--- src/rtl/sync_word_length_deframer_assert.svh ---
// Assertion macros used by the deframer engine.
// Each macro expects clk and arst_n in the enclosing module.
`ifndef SYNC_WORD_LENGTH_DEFRAMER_ASSERT_SVH
`define SYNC_WORD_LENGTH_DEFRAMER_ASSERT_SVH

// Same-cycle implication.
`define SWLD_ASSERT_IMP(lbl, ante, cons) \
	lbl: assert property (@(posedge clk) disable iff (!arst_n) (ante) |-> (cons)) \
		else $error("swld assertion failed");

// Next-cycle implication.
`define SWLD_ASSERT_NXT(lbl, ante, cons) \
	lbl: assert property (@(posedge clk) disable iff (!arst_n) (ante) |=> (cons)) \
		else $error("swld assertion failed");

`endif

--- src/rtl/swld_pkg.sv ---
`timescale 1ns / 1ps

package swld_pkg;

	// Default geometry
	localparam int MAGIC_BYTES_DEF  = 8;
	localparam int HEADER_BYTES_DEF = 36;

	// Frame length window and header position of the length field
	localparam int LEN_MIN    = 36;
	localparam int LEN_MAX    = 65536;
	localparam int LEN_OFFSET = 12;
	localparam int LEN_W      = 17;
	localparam int BYTE_W     = 8;

	// Configuration port
	localparam int ADDR_W = 4;
	localparam int DATA_W = 64;
	localparam logic REG_MAGIC = 1'b0;
	localparam logic [DATA_W-1:0] MAGIC_RESET = 64'd506660481457717506;

	// Front queue depth
	localparam int QUEUE_DEPTH = 2;

	// Head of the front queue as seen by the back end
	typedef struct packed {
		logic              valid;
		logic [BYTE_W-1:0] data;
	} swld_head_t;

	// Back-end sequencer states
	typedef enum logic [4:0] {
		S_IDLE  = 5'b00001,
		S_ALIGN = 5'b00010,
		S_CHECK = 5'b00100,
		S_DROP  = 5'b01000,
		S_EMIT  = 5'b10000
	} swld_state_t;

endpackage

--- src/rtl/swld_front.sv ---
`timescale 1ns / 1ps

module swld_front (
	input  logic                             clk,
	input  logic                             arst_n,
	input  logic                             rx_valid,
	input  logic [swld_pkg::BYTE_W-1:0]      rx_byte,
	output logic                             rx_ready,
	input  logic                             pop,
	output swld_pkg::swld_head_t             head
);
	import swld_pkg::*;

	localparam int PTR_W = (QUEUE_DEPTH > 1) ? $clog2(QUEUE_DEPTH) : 1;
	localparam int CNT_W = $clog2(QUEUE_DEPTH + 1);
	localparam logic [CNT_W-1:0] FULL = CNT_W'(QUEUE_DEPTH);
	localparam logic [PTR_W-1:0] LAST_PTR = PTR_W'(QUEUE_DEPTH - 1);

	logic [BYTE_W-1:0] slot_q [QUEUE_DEPTH];
	logic [PTR_W-1:0]  wr_q;
	logic [PTR_W-1:0]  rd_q;
	logic [CNT_W-1:0]  cnt_q;
	logic              push;
	logic              take;

	assign rx_ready   = (cnt_q != FULL);
	assign push       = rx_valid && rx_ready;
	assign take       = pop && head.valid;
	assign head.valid = (cnt_q != '0);
	assign head.data  = slot_q[rd_q];

	// Store an accepted beat
	always_ff @(posedge clk) begin
		if (push) begin
			slot_q[wr_q] <= rx_byte;
		end
	end

	// Advance pointers and occupancy
	always_ff @(posedge clk or negedge arst_n) begin
		if (!arst_n) begin
			wr_q  <= '0;
			rd_q  <= '0;
			cnt_q <= '0;
		end else begin
			if (push) begin
				wr_q <= (wr_q == LAST_PTR) ? '0 : wr_q + 1'b1;
			end
			if (take) begin
				rd_q <= (rd_q == LAST_PTR) ? '0 : rd_q + 1'b1;
			end
			case ({push, take})
				2'b10:   cnt_q <= cnt_q + 1'b1;
				2'b01:   cnt_q <= cnt_q - 1'b1;
				default: cnt_q <= cnt_q;
			endcase
		end
	end

endmodule

--- src/rtl/swld_engine.sv ---
`timescale 1ns / 1ps
`include "sync_word_length_deframer_assert.svh"

module swld_engine #(
	parameter int MAGIC_BYTES  = swld_pkg::MAGIC_BYTES_DEF,
	parameter int HEADER_BYTES = swld_pkg::HEADER_BYTES_DEF
) (
	input  logic                              clk,
	input  logic                              arst_n,
	input  logic [swld_pkg::DATA_W-1:0]       magic,
	input  swld_pkg::swld_head_t              head,
	output logic                              pop,
	output logic                              frame_valid,
	input  logic                              frame_ready,
	output logic [swld_pkg::BYTE_W-1:0]       frame_byte,
	output logic                              frame_start,
	output logic                              frame_last,
	output logic [swld_pkg::LEN_W-1:0]        frame_length
);
	import swld_pkg::*;

	localparam int CNT_W  = $clog2(HEADER_BYTES + 1);
	localparam int IDX_W  = $clog2(HEADER_BYTES);
	localparam int DROP_W = $clog2(MAGIC_BYTES + 1);
	localparam logic [CNT_W-1:0]  FULL    = CNT_W'(HEADER_BYTES);
	localparam logic [LEN_W-1:0]  HDR_LEN = LEN_W'(HEADER_BYTES);
	localparam logic [DROP_W-1:0] DROP_N  = DROP_W'(MAGIC_BYTES);

	swld_state_t       state_q;
	logic [BYTE_W-1:0] held_q [HEADER_BYTES];
	logic [CNT_W-1:0]  count_q;
	logic              in_frame_q;
	logic [LEN_W-1:0]  left_q;
	logic [LEN_W-1:0]  cur_len_q;
	logic              fits_q;
	logic              first_q;
	logic [CNT_W-1:0]  emit_q;
	logic [DROP_W-1:0] drop_q;

	logic              frame_valid_q;
	logic [BYTE_W-1:0] frame_byte_q;
	logic              frame_start_q;
	logic              frame_last_q;
	logic [LEN_W-1:0]  frame_length_q;

	logic              agree;
	logic [31:0]       len_word;
	logic [LEN_W-1:0]  len_low;
	logic              len_bad;
	logic              slot_free;
	logic              pass_go;
	logic              take_go;
	logic              emit_go;
	logic              align_go;
	logic              do_shift;
	logic              do_append;
	logic              out_load;

	// Held bytes agree with the leading sync bytes
	always_comb begin
		agree = 1'b1;
		for (int i = 0; i < MAGIC_BYTES; i++) begin
			if ((CNT_W'(i) < count_q) && (held_q[i] != magic[8*i +: 8])) begin
				agree = 1'b0;
			end
		end
	end

	// Length field, little endian
	assign len_word = {held_q[LEN_OFFSET+3], held_q[LEN_OFFSET+2],
		held_q[LEN_OFFSET+1], held_q[LEN_OFFSET]};
	assign len_low  = len_word[LEN_W-1:0];
	assign len_bad  = (len_word < 32'(LEN_MIN)) || (len_word > 32'(LEN_MAX));

	// Step decode
	assign slot_free = !frame_valid_q || frame_ready;
	assign pass_go   = (state_q == S_IDLE) && head.valid && in_frame_q && slot_free;
	assign take_go   = (state_q == S_IDLE) && head.valid && !in_frame_q;
	assign emit_go   = (state_q == S_EMIT) && slot_free;
	assign align_go  = (state_q == S_ALIGN) && (count_q != '0) && !agree;
	assign do_shift  = align_go || (state_q == S_DROP) || emit_go;
	assign do_append = take_go && (count_q != FULL);
	assign out_load  = pass_go || emit_go;
	assign pop       = pass_go || take_go;

	// Shift the held bytes down or append at the fill point
	always_ff @(posedge clk) begin
		if (do_shift) begin
			for (int i = 0; i < HEADER_BYTES - 1; i++) begin
				held_q[i] <= held_q[i+1];
			end
		end else if (do_append) begin
			held_q[count_q[IDX_W-1:0]] <= head.data;
		end
	end

	// Load the output beat
	always_ff @(posedge clk) begin
		if (out_load) begin
			frame_byte_q   <= pass_go ? head.data : held_q[0];
			frame_start_q  <= emit_go && first_q;
			frame_last_q   <= pass_go ? (left_q <= LEN_W'(1)) : (fits_q && (emit_q == CNT_W'(1)));
			frame_length_q <= cur_len_q;
		end
	end

	// Sequencer
	always_ff @(posedge clk or negedge arst_n) begin
		if (!arst_n) begin
			state_q       <= S_IDLE;
			count_q       <= '0;
			in_frame_q    <= 1'b0;
			left_q        <= '0;
			cur_len_q     <= '0;
			fits_q        <= 1'b0;
			first_q       <= 1'b0;
			emit_q        <= '0;
			drop_q        <= '0;
			frame_valid_q <= 1'b0;
		end else begin
			if (out_load) begin
				frame_valid_q <= 1'b1;
			end else if (frame_ready) begin
				frame_valid_q <= 1'b0;
			end

			if (do_shift) begin
				count_q <= count_q - 1'b1;
			end else if (do_append) begin
				count_q <= count_q + 1'b1;
			end

			unique case (state_q)
				S_IDLE: begin
					if (pass_go) begin
						if (left_q != '0) begin
							left_q <= left_q - 1'b1;
						end
						if (left_q <= LEN_W'(1)) begin
							in_frame_q <= 1'b0;
						end
					end else if (take_go) begin
						state_q <= S_ALIGN;
					end
				end
				S_ALIGN: begin
					if (!align_go) begin
						state_q <= (count_q == FULL) ? S_CHECK : S_IDLE;
					end
				end
				S_CHECK: begin
					if (len_bad) begin
						drop_q  <= DROP_N;
						state_q <= S_DROP;
					end else begin
						cur_len_q <= len_low;
						first_q   <= 1'b1;
						state_q   <= S_EMIT;
						if (len_low <= HDR_LEN) begin
							fits_q <= 1'b1;
							emit_q <= len_low[CNT_W-1:0];
						end else begin
							fits_q <= 1'b0;
							emit_q <= FULL;
							left_q <= len_low - HDR_LEN;
						end
					end
				end
				S_DROP: begin
					drop_q <= drop_q - 1'b1;
					if (drop_q == DROP_W'(1)) begin
						state_q <= S_ALIGN;
					end
				end
				S_EMIT: begin
					if (emit_go) begin
						first_q <= 1'b0;
						emit_q  <= emit_q - 1'b1;
						if (emit_q == CNT_W'(1)) begin
							if (fits_q) begin
								state_q <= S_ALIGN;
							end else begin
								in_frame_q <= 1'b1;
								state_q    <= S_IDLE;
							end
						end
					end
				end
				default: begin
					state_q <= S_IDLE;
				end
			endcase
		end
	end

	assign frame_valid  = frame_valid_q;
	assign frame_byte   = frame_byte_q;
	assign frame_start  = frame_start_q;
	assign frame_last   = frame_last_q;
	assign frame_length = frame_length_q;

	// Pass-through runs with an empty header store
	`SWLD_ASSERT_IMP(a_frame_empty, in_frame_q, count_q == '0)
	// Length is only read from a full header
	`SWLD_ASSERT_IMP(a_check_full, state_q == S_CHECK, count_q == FULL)
	// Emission never runs past the held bytes
	`SWLD_ASSERT_IMP(a_emit_bound, state_q == S_EMIT, (emit_q <= count_q) && (emit_q != '0))
	// A long frame hands over to pass-through after its header
	`SWLD_ASSERT_NXT(a_enter_frame, emit_go && (emit_q == CNT_W'(1)) && !fits_q, in_frame_q && (state_q == S_IDLE))

endmodule

--- src/rtl/sync_word_length_deframer.sv ---
`timescale 1ns / 1ps

// Channel   Handshake                   Payload
// rx        rx_valid / rx_ready         rx_byte
// frame     frame_valid / frame_ready   frame_byte, frame_start, frame_last, frame_length
// apb       psel, penable, pwrite/pready paddr, pwdata, prdata (magic_word at 0x0)
//
// A byte inside a frame's body passes straight to the output register; a hunted byte
// is appended, then the sync compare runs, and the realign drops leading bytes that disagree.
// A full header gets a length check, then its header bytes are emitted, or MAGIC_BYTES
// leading bytes are dropped and the header realigned when the length is out of range.
// A two-beat input queue and an output register let each side stall on its own.
// Reset clears the queue, the sequencer and the counters and restores magic_word;
// the held header bytes are not cleared.
module sync_word_length_deframer #(
	parameter int MAGIC_BYTES  = swld_pkg::MAGIC_BYTES_DEF,
	parameter int HEADER_BYTES = swld_pkg::HEADER_BYTES_DEF
) (
	input  logic                          clk,
	input  logic                          arst_n,
	input  logic                          psel,
	input  logic                          penable,
	input  logic                          pwrite,
	input  logic [swld_pkg::ADDR_W-1:0]   paddr,
	input  logic [swld_pkg::DATA_W-1:0]   pwdata,
	output logic [swld_pkg::DATA_W-1:0]   prdata,
	output logic                          pready,
	input  logic                          rx_valid,
	output logic                          rx_ready,
	input  logic [swld_pkg::BYTE_W-1:0]   rx_byte,
	output logic                          frame_valid,
	input  logic                          frame_ready,
	output logic [swld_pkg::BYTE_W-1:0]   frame_byte,
	output logic                          frame_start,
	output logic                          frame_last,
	output logic [swld_pkg::LEN_W-1:0]    frame_length
);
	import swld_pkg::*;

	logic [DATA_W-1:0] magic_q;
	logic              sel_magic;
	swld_head_t        head;
	logic              pop;

	// Register decode
	assign sel_magic = (paddr[ADDR_W-1] == REG_MAGIC);
	assign pready    = 1'b1;
	assign prdata    = sel_magic ? magic_q : '0;

	// Hold the sync word
	always_ff @(posedge clk or negedge arst_n) begin
		if (!arst_n) begin
			magic_q <= MAGIC_RESET;
		end else if (psel && penable && pwrite && pready && sel_magic) begin
			magic_q <= pwdata;
		end
	end

	swld_front u_front (
		.clk      (clk),
		.arst_n   (arst_n),
		.rx_valid (rx_valid),
		.rx_byte  (rx_byte),
		.rx_ready (rx_ready),
		.pop      (pop),
		.head     (head)
	);

	swld_engine #(
		.MAGIC_BYTES  (MAGIC_BYTES),
		.HEADER_BYTES (HEADER_BYTES)
	) u_engine (
		.clk          (clk),
		.arst_n       (arst_n),
		.magic        (magic_q),
		.head         (head),
		.pop          (pop),
		.frame_valid  (frame_valid),
		.frame_ready  (frame_ready),
		.frame_byte   (frame_byte),
		.frame_start  (frame_start),
		.frame_last   (frame_last),
		.frame_length (frame_length)
	);

endmodule

--- config.mk ---
export PLATFORM = sky130hd
export DESIGN_NAME = sync_word_length_deframer
export DESIGN_NICKNAME = d
export VERILOG_FILES = /design/src/rtl/swld_pkg.sv /design/src/rtl/swld_front.sv /design/src/rtl/swld_engine.sv /design/src/rtl/sync_word_length_deframer.sv
export VERILOG_INCLUDE_DIRS = /design/src /design/src/rtl
export SDC_FILE = /design/constraint.sdc
export NUM_CORES = 1
export LEC_CHECK = 0
export ABC_AREA = 1
export BUFFER_PORTS_ARGS = -buffer_cell sky130_fd_sc_hd__buf_4
export CAP_MARGIN = 20
export CORE_MARGIN = 5
export CORE_UTILIZATION = 45
export DETAILED_ROUTE_END_ITERATION = 12
export SYNTH_ARGS = -nofsm -noshare
export SYNTH_HDL_FRONTEND = slang
export SYNTH_SLANG_ARGS = --single-unit
--- constraint.sdc ---
create_clock -name clk -period 5.6 [get_ports clk]
set_clock_uncertainty 0.05 [all_clocks]
set_input_delay 0.28 -clock clk [delete_from_list [all_inputs] [get_ports clk]]
set_output_delay 0.28 -clock clk [all_outputs]
set_load 0.02 [all_outputs]
==> results.md <==
* Status: finished clean
* Post-DP HPWL at 36300 um
* Sw Ratio at 0.334
* Post-route ant nets at 0
* Max Freq at 239 MHz
* Detail-routed net length per standard cell at 17.4 um
* Post-route setup TNS at 0 ns
* P per Cell Area at 459 nW/um2
* Sequential Power Share at 0.460
* Clk pwr share at 0.275
* Count leader, synth: nand2_1
* RSZ-0062 raised after global routing: no
* Worst relative slew slack at 0.255
* Post-route minimum period at 4.19 ns
* Pin count of the biggest net entering global routing at 83
* Row count at 79
* Dominant cell type by area after synthesis: edfxtp_1
* Synth area leaders: edfxtp_1, dfrtp_1, nand2_1
* Vias in the first global route at 15100
* Asr flop ratio synth at 0.277
* Syn avg cell area at 9.60 um2
* Fin crit share at 0.748
* Clk_lat worst skew at 0.58 ns
* Comb power frac at 0.265
* Share of the synthesized area in the top cell type at 0.475
* EDFF count, synth at 331
* Fin util at 0.543
* Max VDD drop at 0.000305 V
* Chip height at 226 um
* Final #Nets at 2490
* Setup violations, final at 0
* Worst-margin pin slew at 1.12 ns
* Core Region at 46300 um2
* Post-Syn Area at 20900 um2
* Clk buf depth at 3
* DR vias/cell at 5.17
* Synth unique cells at 41
* Count of TritonRoute iterations in the first routing pass at 6
* GP Congestion at 0.878
* CP Capture Type: flop
* Fillers at 4098
* Worst min path class: in -> reg
* Post-CTS resize count at 0
* Multi-input gate area at 6710 um2
* All-layer global routing usage at 0.206
* Syn. warnings at 0
* Starting DRT DRC Count at 1331
* Io pins at 177
* Post-synth top cells: nand2_1, edfxtp_1, o21ai_0, nor2_1, inv_1
* Post-Route WL at 53000 um
* Fin. max-slew vios at 0
* Clk sinks at 458
* Vias at 15700
* Cts hold-fix bufs at 74
* DIE AREA at 50900 um2
* Cell-internal power at 7.68 mW
* Lkg Pwr at 11.0 nW
* Synth Flop Type: edfxtp_1
* Setup bufs post-CTS at 0
* Number of diodes at 0
* Area after DPL at 22800 um2
* Initial core utilization at 0.452
* Antenna violations before repair at 0
* Grt ovf at 0
* H-tree Lvls at 2
* # DRC at 0
* Total CTS buffers at 49
* Seq/Total Area, Yosys at 0.628
* MaxCap Viol Count at 0
* Chip Width at 226 um
* Fraction of layout cells with a size suffix above 1 at 0.127
* WP data arrival at 4.36 ns
* CTS root buf: clkbuf_16
* Worst endpoint required time at 5.77 ns
* Reg area at 13100 um2
* Worst hold slack at 0.145 ns
* P_sw at 3.84 mW
* Final instance area at 25100 um2
* Synthesized net count at 2276
* Worst setup path category: reg -> reg
* Synthesized instance count at 2180
* CP Max Fanout at 19
* FF+latch count, synth at 458
* Startpoint types: flop
* CTS tree: done
* Port Buffers at 172
* Final Hold Fails at 0
* Layout area overhead at 20.1%
* Clk slew on worst S/H paths at 0.06 ns
* First-pass GRT wire length at 83500 um
## sequential cells by signal (all words and copies together) (netlist names), 2 cells and up
name	cells
u_engine.held_q	288
u_engine.frame_length	17
u_engine.emit_q	6
u_engine.state_q	5
u_engine.left_q	17
u_engine.cur_len_q	17
u_engine.count_q	6
u_front.slot_q	16
u_front.cnt_q	2
u_engine.drop_q	4
magic_q	64
u_engine.frame_byte	8
## worst max-delay path, stage by stage (launching register included)
cell	delay, ns
dfrtp_1	0.45
inv_1	0.24
ha_1	0.31
nand3_1	0.18
nand3_2	0.46
inv_2	0.43
nand2_1	0.15
nor3_2	0.58
nand2_1	0.52
nand2_1	0.46
## stage by stage
step | power [mW] | std cells | setup slack [ns]
after CTS | 11.6 | 3040 | 1.37
final | 11.5 | 3041 | 1.41
after detailed placement | 8.37 | 2875 | 1.37
after global routing | 12.2 | 3041 | 1.06
after floorplan | 7.17 | 2180 | 2.81
after global placement | 8.26 | 2873 | 1.42
## kinds of logic after synthesis
logic type,count (synthesis),synth area share
and+or+nand+nor,875,0.166
AOI/OAI and AO/OA,466,0.114
DFF,458,0.628
buffers and inverters,292,0.0529
xor gates and xnor gates,72,0.0301
adders and majority gates,13,0.00777
muxes,3,0.00161
other,1,0.000179
## routing by layer
metal	global-route usage	wire, um	part of all wire
met5	0	0	0
met2	0.328	24300	0.46
met1	0.290	23800	0.45
met3	0.0387	3360	0.063
met4	0.0668	1500	0.028
## area by class of cell
class | instances | share of cell area
inverter | 192 | 0.0287
clock inverter | 15 | 0.00503
timing repair buffer | 263 | 0.0883
tap | 607 | 0.0302
multi-input combinational | 1430 | 0.267
sequential | 458 | 0.523
clock buffer | 76 | 0.0578
## final timing paths
path / from / to / slack, ns / cells past startpoint
hold / removal: frame_ready / u_engine.frame_valid / 0.14 / 4
setup / recovery: u_engine.count_q[0] / u_engine.held_q[27][2] / 1.41 / 9
hold reg to reg: u_engine.cur_len_q[15] / u_engine.frame_length[15] / 0.40 / 0
max in group asynchronous: arst_n / u_engine.first_q / 3.83 / 3
setup reg to reg: u_engine.count_q[0] / u_engine.held_q[27][2] / 1.41 / 9
min in group asynchronous: arst_n / magic_q[14] / 0.29 / 2
## power by group through the flow
| stage | logic (mW) | clock network [mW] | registers, mW |
|---|---|---|---|
| after floorplan | 1.91 | 0 | 5.26 |
| after CTS | 3.07 | 3.24 | 5.30 |
| after global routing | 3.43 | 3.39 | 5.38 |
| after detailed placement | 3.01 | 0 | 5.36 |
| after global placement | 2.91 | 0 | 5.35 |
| final | 3.05 | 3.17 | 5.30 |
## cell usage in the layout (no fill, tap or decap), types with 3 or more instances in the layout
| master | count |
|---|---|
| inv_2 | 4 |
| a21oi_1 | 91 |
| xor2_1 | 17 |
| clkinv_1 | 5 |
| clkbuf_16 | 53 |
| o21ai_0 | 258 |
| mux2_2 | 3 |
| buf_4 | 186 |
| edfxtp_1 | 331 |
| buf_16 | 3 |
| o21ai_2 | 8 |
| clkinv_2 | 7 |
| ha_1 | 13 |
| dlygate4sd3_1 | 74 |
| or2_2 | 10 |
| nand3_1 | 35 |
| nand4_2 | 3 |
| clkbuf_1 | 19 |
| dfstp_2 | 14 |
| o21ai_1 | 94 |
| nor2_2 | 3 |
| nor2_1 | 227 |
| nand2_1 | 569 |
| clkbuf_8 | 4 |
| nor3_1 | 9 |
| nand4_1 | 8 |
| xnor2_1 | 55 |
| nor3_2 | 4 |
| dfrtp_1 | 113 |
| inv_1 | 187 |
No activity file was read; power rests on OpenSTA's default activity.
